## src/hw/rtl/assert_macros.svh

```systemverilog
// assertion macros shared by the frame parser rtl
`ifndef ASSERT_MACROS_SVH
`define ASSERT_MACROS_SVH

// checked on every edge outside of reset
`define XCFP_ASSERT(lbl, prop, msg) \
   lbl: assert property (@(posedge clock) disable iff (reset) (prop)) else $error(msg);

// checked on every edge, reset included
`define XCFP_ASSERT_ALWAYS(lbl, prop, msg) \
   lbl: assert property (@(posedge clock) (prop)) else $error(msg);

`endif

```

## src/hw/rtl/xcfp_pkg.sv

```systemverilog
// shared types and header characters of the frame parser
package xcfp_pkg;

   localparam logic [7:0] CHAR_U     = 8'h55;
   localparam logic [7:0] CHAR_N     = 8'h4E;
   localparam logic [7:0] CHAR_E     = 8'h45;
   localparam logic [7:0] CHAR_R     = 8'h52;
   localparam logic [7:0] CHAR_COLON = 8'h3A;

   // fixed part of the checksum seed, the length byte is folded in later
   localparam logic [7:0] HDR_XOR = CHAR_U ^ CHAR_N ^ CHAR_E ^ CHAR_R ^ CHAR_COLON;

   typedef struct packed {
      logic [7:0] data_out;
      logic       body_valid;
      logic       first_body;
      logic       frame_ok;
      logic       frame_bad;
   } rsp_word_type;

endpackage

```

## src/hw/rtl/xcfp_chan_if.sv

```systemverilog
// valid/ready channel interfaces for received bytes and marked result words
interface xcfp_req_if;
   logic       valid;
   logic       ready;
   logic [7:0] rx_byte;

   modport source (output valid, output rx_byte, input ready);
   modport sink (input valid, input rx_byte, output ready);
endinterface

interface xcfp_rsp_if;
   logic       valid;
   logic       ready;
   logic [7:0] data_out;
   logic       body_valid;
   logic       first_body;
   logic       frame_ok;
   logic       frame_bad;

   modport source (output valid, output data_out, output body_valid, output first_body,
                   output frame_ok, output frame_bad, input ready);
   modport sink (input valid, input data_out, input body_valid, input first_body,
                 input frame_ok, input frame_bad, output ready);
endinterface

```

## src/hw/rtl/xor_checked_frame_parser_top.sv

```systemverilog
// Frame parser for a received byte stream: hunts for the header U N E R, length L and ':',
// then marks the L-1 body bytes (the first as the ID) and flags the last byte as a good or
// bad xor checksum. Every accepted byte yields exactly one registered result word,
// carrying the byte unchanged plus its marks. One byte is taken every cycle: the whole
// per-byte update is one state transition and one xor, and the single result register
// is refilled in the same cycle it is drained, so req_chan.ready stays high as long as
// the result register is empty or rsp_chan.ready is high.
`include "assert_macros.svh"

module xor_checked_frame_parser_top (
   input  logic       clock,
   input  logic       reset,
   xcfp_req_if.sink   req_chan,
   xcfp_rsp_if.source rsp_chan
);

   logic                   accept;
   logic                   rsp_valid_ff, rsp_valid_in;
   xcfp_pkg::rsp_word_type word;
   xcfp_pkg::rsp_word_type rsp_word_ff;

   assign req_chan.ready = !rsp_valid_ff || rsp_chan.ready;
   assign accept         = req_chan.valid && req_chan.ready;

   xcfp_core u_core (
      .clock   (clock),
      .reset   (reset),
      .accept  (accept),
      .rx_byte (req_chan.rx_byte),
      .word    (word)
   );

   assign rsp_valid_in = accept || (rsp_valid_ff && !rsp_chan.ready);

   always_ff @(posedge clock) begin
      if (reset) begin
         rsp_valid_ff <= 1'b0;
      end else begin
         rsp_valid_ff <= rsp_valid_in;
      end
   end

   always_ff @(posedge clock) begin
      if (accept) begin
         rsp_word_ff <= word;
      end
   end

   assign rsp_chan.valid      = rsp_valid_ff;
   assign rsp_chan.data_out   = rsp_word_ff.data_out;
   assign rsp_chan.body_valid = rsp_word_ff.body_valid;
   assign rsp_chan.first_body = rsp_word_ff.first_body;
   assign rsp_chan.frame_ok   = rsp_word_ff.frame_ok;
   assign rsp_chan.frame_bad  = rsp_word_ff.frame_bad;

   `XCFP_ASSERT(a_word_out, accept |=> rsp_valid_ff && rsp_word_ff.data_out == $past(req_chan.rx_byte), "accepted word not presented")
   `XCFP_ASSERT(a_marks_excl, rsp_valid_ff |-> $countones({rsp_word_ff.body_valid, rsp_word_ff.frame_ok, rsp_word_ff.frame_bad}) <= 1, "conflicting marks on one word")
   `XCFP_ASSERT_ALWAYS(a_reset_empty, reset |=> !rsp_valid_ff, "result register not empty after reset")

endmodule

```

## src/hw/rtl/xcfp_core.sv

```systemverilog
// frame hunting state machine: header match, length count and running xor
`include "assert_macros.svh"

module xcfp_core (
   input  logic                  clock,
   input  logic                  reset,
   input  logic                  accept,
   input  logic [7:0]            rx_byte,
   output xcfp_pkg::rsp_word_type word
);

   typedef enum logic [2:0] {
      PH_WAIT_U     = 3'd0,
      PH_WAIT_N     = 3'd1,
      PH_WAIT_E     = 3'd2,
      PH_WAIT_R     = 3'd3,
      PH_LEN        = 3'd4,
      PH_COLON      = 3'd5,
      PH_BODY_FIRST = 3'd6,
      PH_BODY       = 3'd7
   } phase_type;

   phase_type  phase_ff, phase_in;
   logic [7:0] left_ff, left_in;
   logic [7:0] xor_ff, xor_in;
   logic [7:0] left_dec;

   // a mismatching header byte may itself open a new frame
   function automatic phase_type hunt_start(input logic [7:0] b);
      return (b == xcfp_pkg::CHAR_U) ? PH_WAIT_N : PH_WAIT_U;
   endfunction

   assign left_dec = left_ff - 8'd1;

   always_comb begin
      phase_in = phase_ff;
      left_in  = left_ff;
      xor_in   = xor_ff;
      word     = '{data_out: rx_byte, body_valid: 1'b0, first_body: 1'b0,
                   frame_ok: 1'b0, frame_bad: 1'b0};
      unique case (phase_ff)
         PH_WAIT_U: phase_in = hunt_start(rx_byte);
         PH_WAIT_N: begin
            if (rx_byte == xcfp_pkg::CHAR_N) begin
               phase_in = PH_WAIT_E;
            end else if (rx_byte != xcfp_pkg::CHAR_U) begin
               phase_in = PH_WAIT_U;
            end
         end
         PH_WAIT_E: phase_in = (rx_byte == xcfp_pkg::CHAR_E) ? PH_WAIT_R : hunt_start(rx_byte);
         PH_WAIT_R: phase_in = (rx_byte == xcfp_pkg::CHAR_R) ? PH_LEN : hunt_start(rx_byte);
         PH_LEN: begin
            left_in  = rx_byte;
            phase_in = PH_COLON;
         end
         PH_COLON: begin
            if (rx_byte == xcfp_pkg::CHAR_COLON) begin
               xor_in   = xcfp_pkg::HDR_XOR ^ left_ff;
               phase_in = PH_BODY_FIRST;
            end else begin
               phase_in = hunt_start(rx_byte);
            end
         end
         PH_BODY_FIRST, PH_BODY: begin
            // a length of zero wraps to 255 body bytes
            left_in = left_dec;
            if (left_dec != 8'd0) begin
               word.body_valid = 1'b1;
               word.first_body = (phase_ff == PH_BODY_FIRST);
               xor_in          = xor_ff ^ rx_byte;
               phase_in        = PH_BODY;
            end else begin
               word.frame_ok  = (rx_byte == xor_ff);
               word.frame_bad = (rx_byte != xor_ff);
               phase_in       = PH_WAIT_U;
            end
         end
         default: phase_in = PH_WAIT_U;
      endcase
   end

   always_ff @(posedge clock) begin
      if (reset) begin
         phase_ff <= PH_WAIT_U;
         left_ff  <= 8'd0;
         xor_ff   <= 8'd0;
      end else if (accept) begin
         phase_ff <= phase_in;
         left_ff  <= left_in;
         xor_ff   <= xor_in;
      end
   end

   `XCFP_ASSERT(a_len_latched, accept && phase_ff == PH_LEN |=> left_ff == $past(rx_byte), "length byte not latched")
   `XCFP_ASSERT(a_check_ends, accept && (word.frame_ok || word.frame_bad) |=> phase_ff == PH_WAIT_U, "hunt did not restart after checksum")
   `XCFP_ASSERT(a_body_phase, word.body_valid |-> (phase_ff == PH_BODY_FIRST || phase_ff == PH_BODY), "body mark outside body phase")

endmodule

```

## src/flat_wrapper.sv

```systemverilog
// flat-port wrapper written by rule: the top's interface ports become plain ports
module xor_checked_frame_parser_top_flat 
  (clock, reset, req_chan_valid, req_chan_rx_byte, req_chan_ready, rsp_chan_valid, rsp_chan_data_out, rsp_chan_body_valid, rsp_chan_first_body, rsp_chan_frame_ok, rsp_chan_frame_bad, rsp_chan_ready);
  xcfp_req_if req_chan_i ();
  xcfp_rsp_if rsp_chan_i ();
  input  logic clock;
  input  logic reset;
  input wire logic [$bits(req_chan_i.valid)-1:0] req_chan_valid;
  input wire logic [$bits(req_chan_i.rx_byte)-1:0] req_chan_rx_byte;
  output wire logic [$bits(req_chan_i.ready)-1:0] req_chan_ready;
  output wire logic [$bits(rsp_chan_i.valid)-1:0] rsp_chan_valid;
  output wire logic [$bits(rsp_chan_i.data_out)-1:0] rsp_chan_data_out;
  output wire logic [$bits(rsp_chan_i.body_valid)-1:0] rsp_chan_body_valid;
  output wire logic [$bits(rsp_chan_i.first_body)-1:0] rsp_chan_first_body;
  output wire logic [$bits(rsp_chan_i.frame_ok)-1:0] rsp_chan_frame_ok;
  output wire logic [$bits(rsp_chan_i.frame_bad)-1:0] rsp_chan_frame_bad;
  input wire logic [$bits(rsp_chan_i.ready)-1:0] rsp_chan_ready;
  assign req_chan_i.valid = req_chan_valid;
  assign req_chan_i.rx_byte = req_chan_rx_byte;
  assign req_chan_ready = req_chan_i.ready;
  assign rsp_chan_valid = rsp_chan_i.valid;
  assign rsp_chan_data_out = rsp_chan_i.data_out;
  assign rsp_chan_body_valid = rsp_chan_i.body_valid;
  assign rsp_chan_first_body = rsp_chan_i.first_body;
  assign rsp_chan_frame_ok = rsp_chan_i.frame_ok;
  assign rsp_chan_frame_bad = rsp_chan_i.frame_bad;
  assign rsp_chan_i.ready = rsp_chan_ready;
  xor_checked_frame_parser_top u_core (.clock(clock), .reset(reset), .req_chan(req_chan_i), .rsp_chan(rsp_chan_i));
endmodule
```

## config.mk

```make
export PLATFORM = sky130hd
export DESIGN_NAME = xor_checked_frame_parser_top_flat
export DESIGN_NICKNAME = d
export VERILOG_FILES = /design/src/hw/rtl/xcfp_pkg.sv /design/src/hw/rtl/xcfp_chan_if.sv /design/src/hw/rtl/xor_checked_frame_parser_top.sv /design/src/hw/rtl/xcfp_core.sv /design/src/flat_wrapper.sv
export VERILOG_INCLUDE_DIRS = /design/src /design/src/hw/rtl
export SDC_FILE = /design/constraint.sdc
export NUM_CORES = 1
export LEC_CHECK = 0
export ABC_AREA = 1
export BUFFER_PORTS_ARGS = -buffer_cell sky130_fd_sc_hd__buf_2
export CAP_MARGIN = 15
export CELL_PAD_IN_SITES_DETAIL_PLACEMENT = 1
export CELL_PAD_IN_SITES_GLOBAL_PLACEMENT = 2
export CORE_MARGIN = 8
export CORE_UTILIZATION = 29
export DETAILED_ROUTE_END_ITERATION = 10
export HOLD_SLACK_MARGIN = 0.15
export PLACE_DENSITY_LB_ADDON = 0.1
export SKIP_CTS_REPAIR_TIMING = 1
export SLEW_MARGIN = 20
export SYNTH_ARGS = -nofsm -noshare
export SYNTH_HDL_FRONTEND = slang
export SYNTH_SLANG_ARGS = --single-unit
export TNS_END_PERCENT = 50
```

## constraint.sdc

```tcl
create_clock -name clock -period 1.79 [get_ports clock]
set_clock_uncertainty 0.1 [all_clocks]
set_input_delay 0 -clock clock [delete_from_list [all_inputs] [get_ports clock]]
set_output_delay 0 -clock clock [all_outputs]
set_load 0.005 [all_outputs]
```

==> results.txt <==
The flow ran to the end, but the final reports show violations. The checks that failed: negative hold slack, negative setup slack. The number of optimization iterations in the first detailed-route pass came out at 4. Of the synthesized area, sequential elements account for between 40% and 50%. Leaving out fill and tap cells, the most frequent cell in the layout is sky130_fd_sc_hd__nand2_1. The final setup violation count came out at 5. Entering global routing, the biggest net connects 23 pins. Summing all placed instances gives a cell area of between 2000 and 2500 µm². After detailed routing, the average wire length per cell comes to between 15 and 20 µm. For this run, the leading register cell type out of synthesis is sky130_fd_sc_hd__dfxtp_1.

The distinct cell type count of the synthesized netlist came out at 28. The number of antenna violations at the first check in global routing came out at 0. The die is roughly 96 µm tall. Final hold analysis gives a worst-case slack of -0.0384 ns. The cell count after synthesis came out at 250. The first global-routing pass estimated 9070 µm of wire.

In this run the tightest slew margin relative to its limit is approximately two thirds. The required time of the worst setup path came out at approximately 1.9 ns. The number of failing hold endpoints at the final stage was 1. For this block, the initial DRC count from the detailed router was 51. The worst path uses 101% of the clock period.

The number of sinks driven by the clock tree is 32. The net total in the final layout came out at 320. The leakage dissipation came out at around 1.1 nW. The peak clock frequency supported by timing is 553 MHz. The worst setup margin came out at -0.0197 ns.

The layout overhead on the synthesized area is 33.4%. The remaining routing DRC violations is 0. The later pin in the worst-skew pair is clocked with a latency of slightly below 0.3 ns.

In this run the deepest clock path goes through 2 buffers. The number of top-level design ports is 26. STA classifies the critical path endpoint as a register.

Setup repair after global routing could not meet its margin everywhere. After clock tree synthesis, the clock-pin slew on the worst setup and hold paths is ~0.070 ns. The synthesized area divided by synthesized cell count came out at 7.42 µm². Using the TritonRoute via totals, the vias-per-cell ratio works out to roughly 4.6. For this block, the routed nets add up to a little under 6000 µm of wire. The design draws between 1 and 1.5 mW. The floorplan step set the die width to 96.0 µm.

In this run, CTS created clock tree buffers numbering 5. The worst hold path belongs to the class in2reg. Across all layers, the routed design uses roughly 1700 vias. The number of slew-limit violations in the final report is 0. Global routing finished with a remaining overflow of 0. The aggregate global-route resource usage came out at a little over an eighth. The mapped cell area came out at between 1500 and 2000 µm². The initial cell density of the core is 29.5%. The worst setup path is of the reg2reg kind. At the worst endpoint, the arrival time is between 1.5 and 2 ns.

The floorplan core area is 6280 µm². The H-tree depth reported by CTS is 2. The count of maximum capacitance violations came out at 0. The antenna diode count came out at 0. The startpoint kind of the worst setup timing path is a register. The CTS tree is yes. The number of warnings issued by yosys is 0.

The proportion of layout cells with a drive suffix above 1 came out at 27.7%. Counting flops with a built-in enable in the synthesized netlist gives 12. Summing all non-filler instances in the final layout gives an area of around 2500 µm². The number of standard-cell rows in the floorplan came out at 29. The flip-flop and latch count after synthesis came out at 32. In this run the clock root is driven by a sky130_fd_sc_hd__clkbuf_8.

The fraction of registers with async set/reset came out at 0%. The area enclosed by the die boundary came out at 9210 µm². The minimum period implied by the final worst setup slack is between 1.5 and 2 ns. The synthesized netlist net count is 264.

The total of buffers placed on input and output ports is 25. The via count of the first global-routing pass came out at about 1800. The power per unit of standard cell area came out at 590 nW/µm². In the layout the commonest cells are sky130_fd_sc_hd__nand2_1 (59), sky130_fd_sc_hd__inv_1 (35), sky130_fd_sc_hd__buf_2 (25). The worst-case IR drop observed on VDD is roughly 290 µV. Of all nets on the critical path, the largest fanout is 8.

The final RePlAce weighted congestion came out at just under 0.8. Once detail routing completed, the nets flagged for antenna violations numbered 0. The HPWL reported at the end of detailed placement came out at roughly 4200 µm.

The number of fill cells is 793. The worst-margin pin slew is about 0.48 ns.
[state kept, by name (all words and copies together), names as in the netlist]
signal,count
u_core.rsp_chan.first_body,1
u_core.u_core.phase_ff,3
u_core.u_core.left_ff,8
u_core.rsp_chan.frame_ok,1
u_core.rsp_chan.frame_bad,1
u_core.rsp_chan.body_valid,1
u_core.u_core.xor_ff,8
u_core.rsp_chan.valid,1
u_core.rsp_chan.data_out,8
[cell type report]
type | count | area, µm² | share of cell area [%]
multi-input cells | 174 | 1000 | 40.4
clock inverters | 3 | 13.8 | 0.556
clock buffers | 5 | 68.8 | 2.78
well taps | 77 | 96.3 | 3.89
flip-flops and latches | 32 | 763 | 30.9
repair buffers | 54 | 385 | 15.6
inverters | 39 | 146 | 5.92
[through the flow]
step / std cells / hold slack [ns] / setup slack (ns) / TNS, ns / utilization, %
2_1_floorplan: 250 / -0.0215 / -0.0171 / -0.0341 / -
3_3_place_gp: 361 / 0.166 / -0.0462 / -0.281 / 34.5
3_5_place_dp: 361 / 0.171 / -0.100 / -0.663 / 34.5
4_1_cts: 369 / -0.127 / -0.117 / -0.804 / 35.9
5_1_grt: 384 / -0.00844 / -0.123 / -1.26 / 39.4
6_report: 384 / -0.0384 / -0.0197 / -0.0496 / 39.4
[path summary, 6_finish.rpt]
path | endpoint | cells past startpoint | startpoint | slack (ns)
worst max register to register | u_core.u_core.xor_ff[3] | 15 | u_core.u_core.left_ff[0] | -0.02
worst min register to register | u_core.u_core.phase_ff[1] | 2 | u_core.u_core.phase_ff[1] | 0.41
worst max-delay path | u_core.u_core.xor_ff[3] | 15 | u_core.u_core.left_ff[0] | -0.02
worst min-delay path | u_core.u_core.phase_ff[2] | 4 | reset | -0.04
[where the power goes]
| part | switching, mW | total (mW) | internal [mW] |
|---|---|---|---|
| clock | 0.283 | 0.547 | 0.264 |
| combinational | 0.0788 | 0.135 | 0.0559 |
| sequential | 0.00483 | 0.777 | 0.772 |
| total | 0.366 | 1.46 | 1.09 |
[Yosys cell counts (3+ instances only)]
library cell               instances  area (µm²)
sky130_fd_sc_hd__nand2_1          62         233
sky130_fd_sc_hd__inv_1            37         139
sky130_fd_sc_hd__nor2_1           23        86.3
sky130_fd_sc_hd__dfxtp_1          20         400
sky130_fd_sc_hd__edfxtp_1         12         360
sky130_fd_sc_hd__nor2_2           12        75.1
sky130_fd_sc_hd__a21oi_1          11        55.1
sky130_fd_sc_hd__nand3_1          11        55.1
sky130_fd_sc_hd__o21ai_0          10        50.1
sky130_fd_sc_hd__xor2_1            9        78.8
sky130_fd_sc_hd__a221oi_1          5        43.8
sky130_fd_sc_hd__nand2_2           5        31.3
sky130_fd_sc_hd__nor3_1            5        25.0
sky130_fd_sc_hd__a211oi_1          4        30.0
sky130_fd_sc_hd__clkbuf_1          4        15.0
sky130_fd_sc_hd__nand2_4           3        33.8
sky130_fd_sc_hd__nand4_1           3        18.8
[per-layer routing]
layer | track usage, % | wire length (µm) | vias to the layer above
met2 | 19.6 | 2700 | 16
met4 | 4.23 | 66 | 0
met5 | 0 | 0 | -
met3 | 3.12 | 162 | 6
li1 | - | - | 913
met1 | 17.9 | 2930 | 813
[cell families after synthesis]
group / synth area share [%]
AOI/OAI and AO/OA: 11.3
xor gates and xnor gates: 4.25
adders and majority gates: 1.35
buffers and inverters: 10.1
DFF: 41.0
and+or+nand+nor: 32.0
[critical path, stage by stage (launching register included)]
cell	delay, ns
sky130_fd_sc_hd__dfxtp_2	0.33
sky130_fd_sc_hd__inv_2	0.07
sky130_fd_sc_hd__ha_4	0.15
sky130_fd_sc_hd__inv_2	0.04
sky130_fd_sc_hd__nand2_2	0.05
sky130_fd_sc_hd__nand2_2	0.06
sky130_fd_sc_hd__nor2_2	0.12
sky130_fd_sc_hd__nand3_1	0.09
sky130_fd_sc_hd__nor2_2	0.16
sky130_fd_sc_hd__nand2_2	0.08
sky130_fd_sc_hd__nand2_4	0.10
sky130_fd_sc_hd__nand2_8	0.08
sky130_fd_sc_hd__nand2_8	0.11
sky130_fd_sc_hd__nand2_1	0.06
sky130_fd_sc_hd__nand2_1	0.06
sky130_fd_sc_hd__nor2_1	0.05
Power figures use the tool's default switching activity.
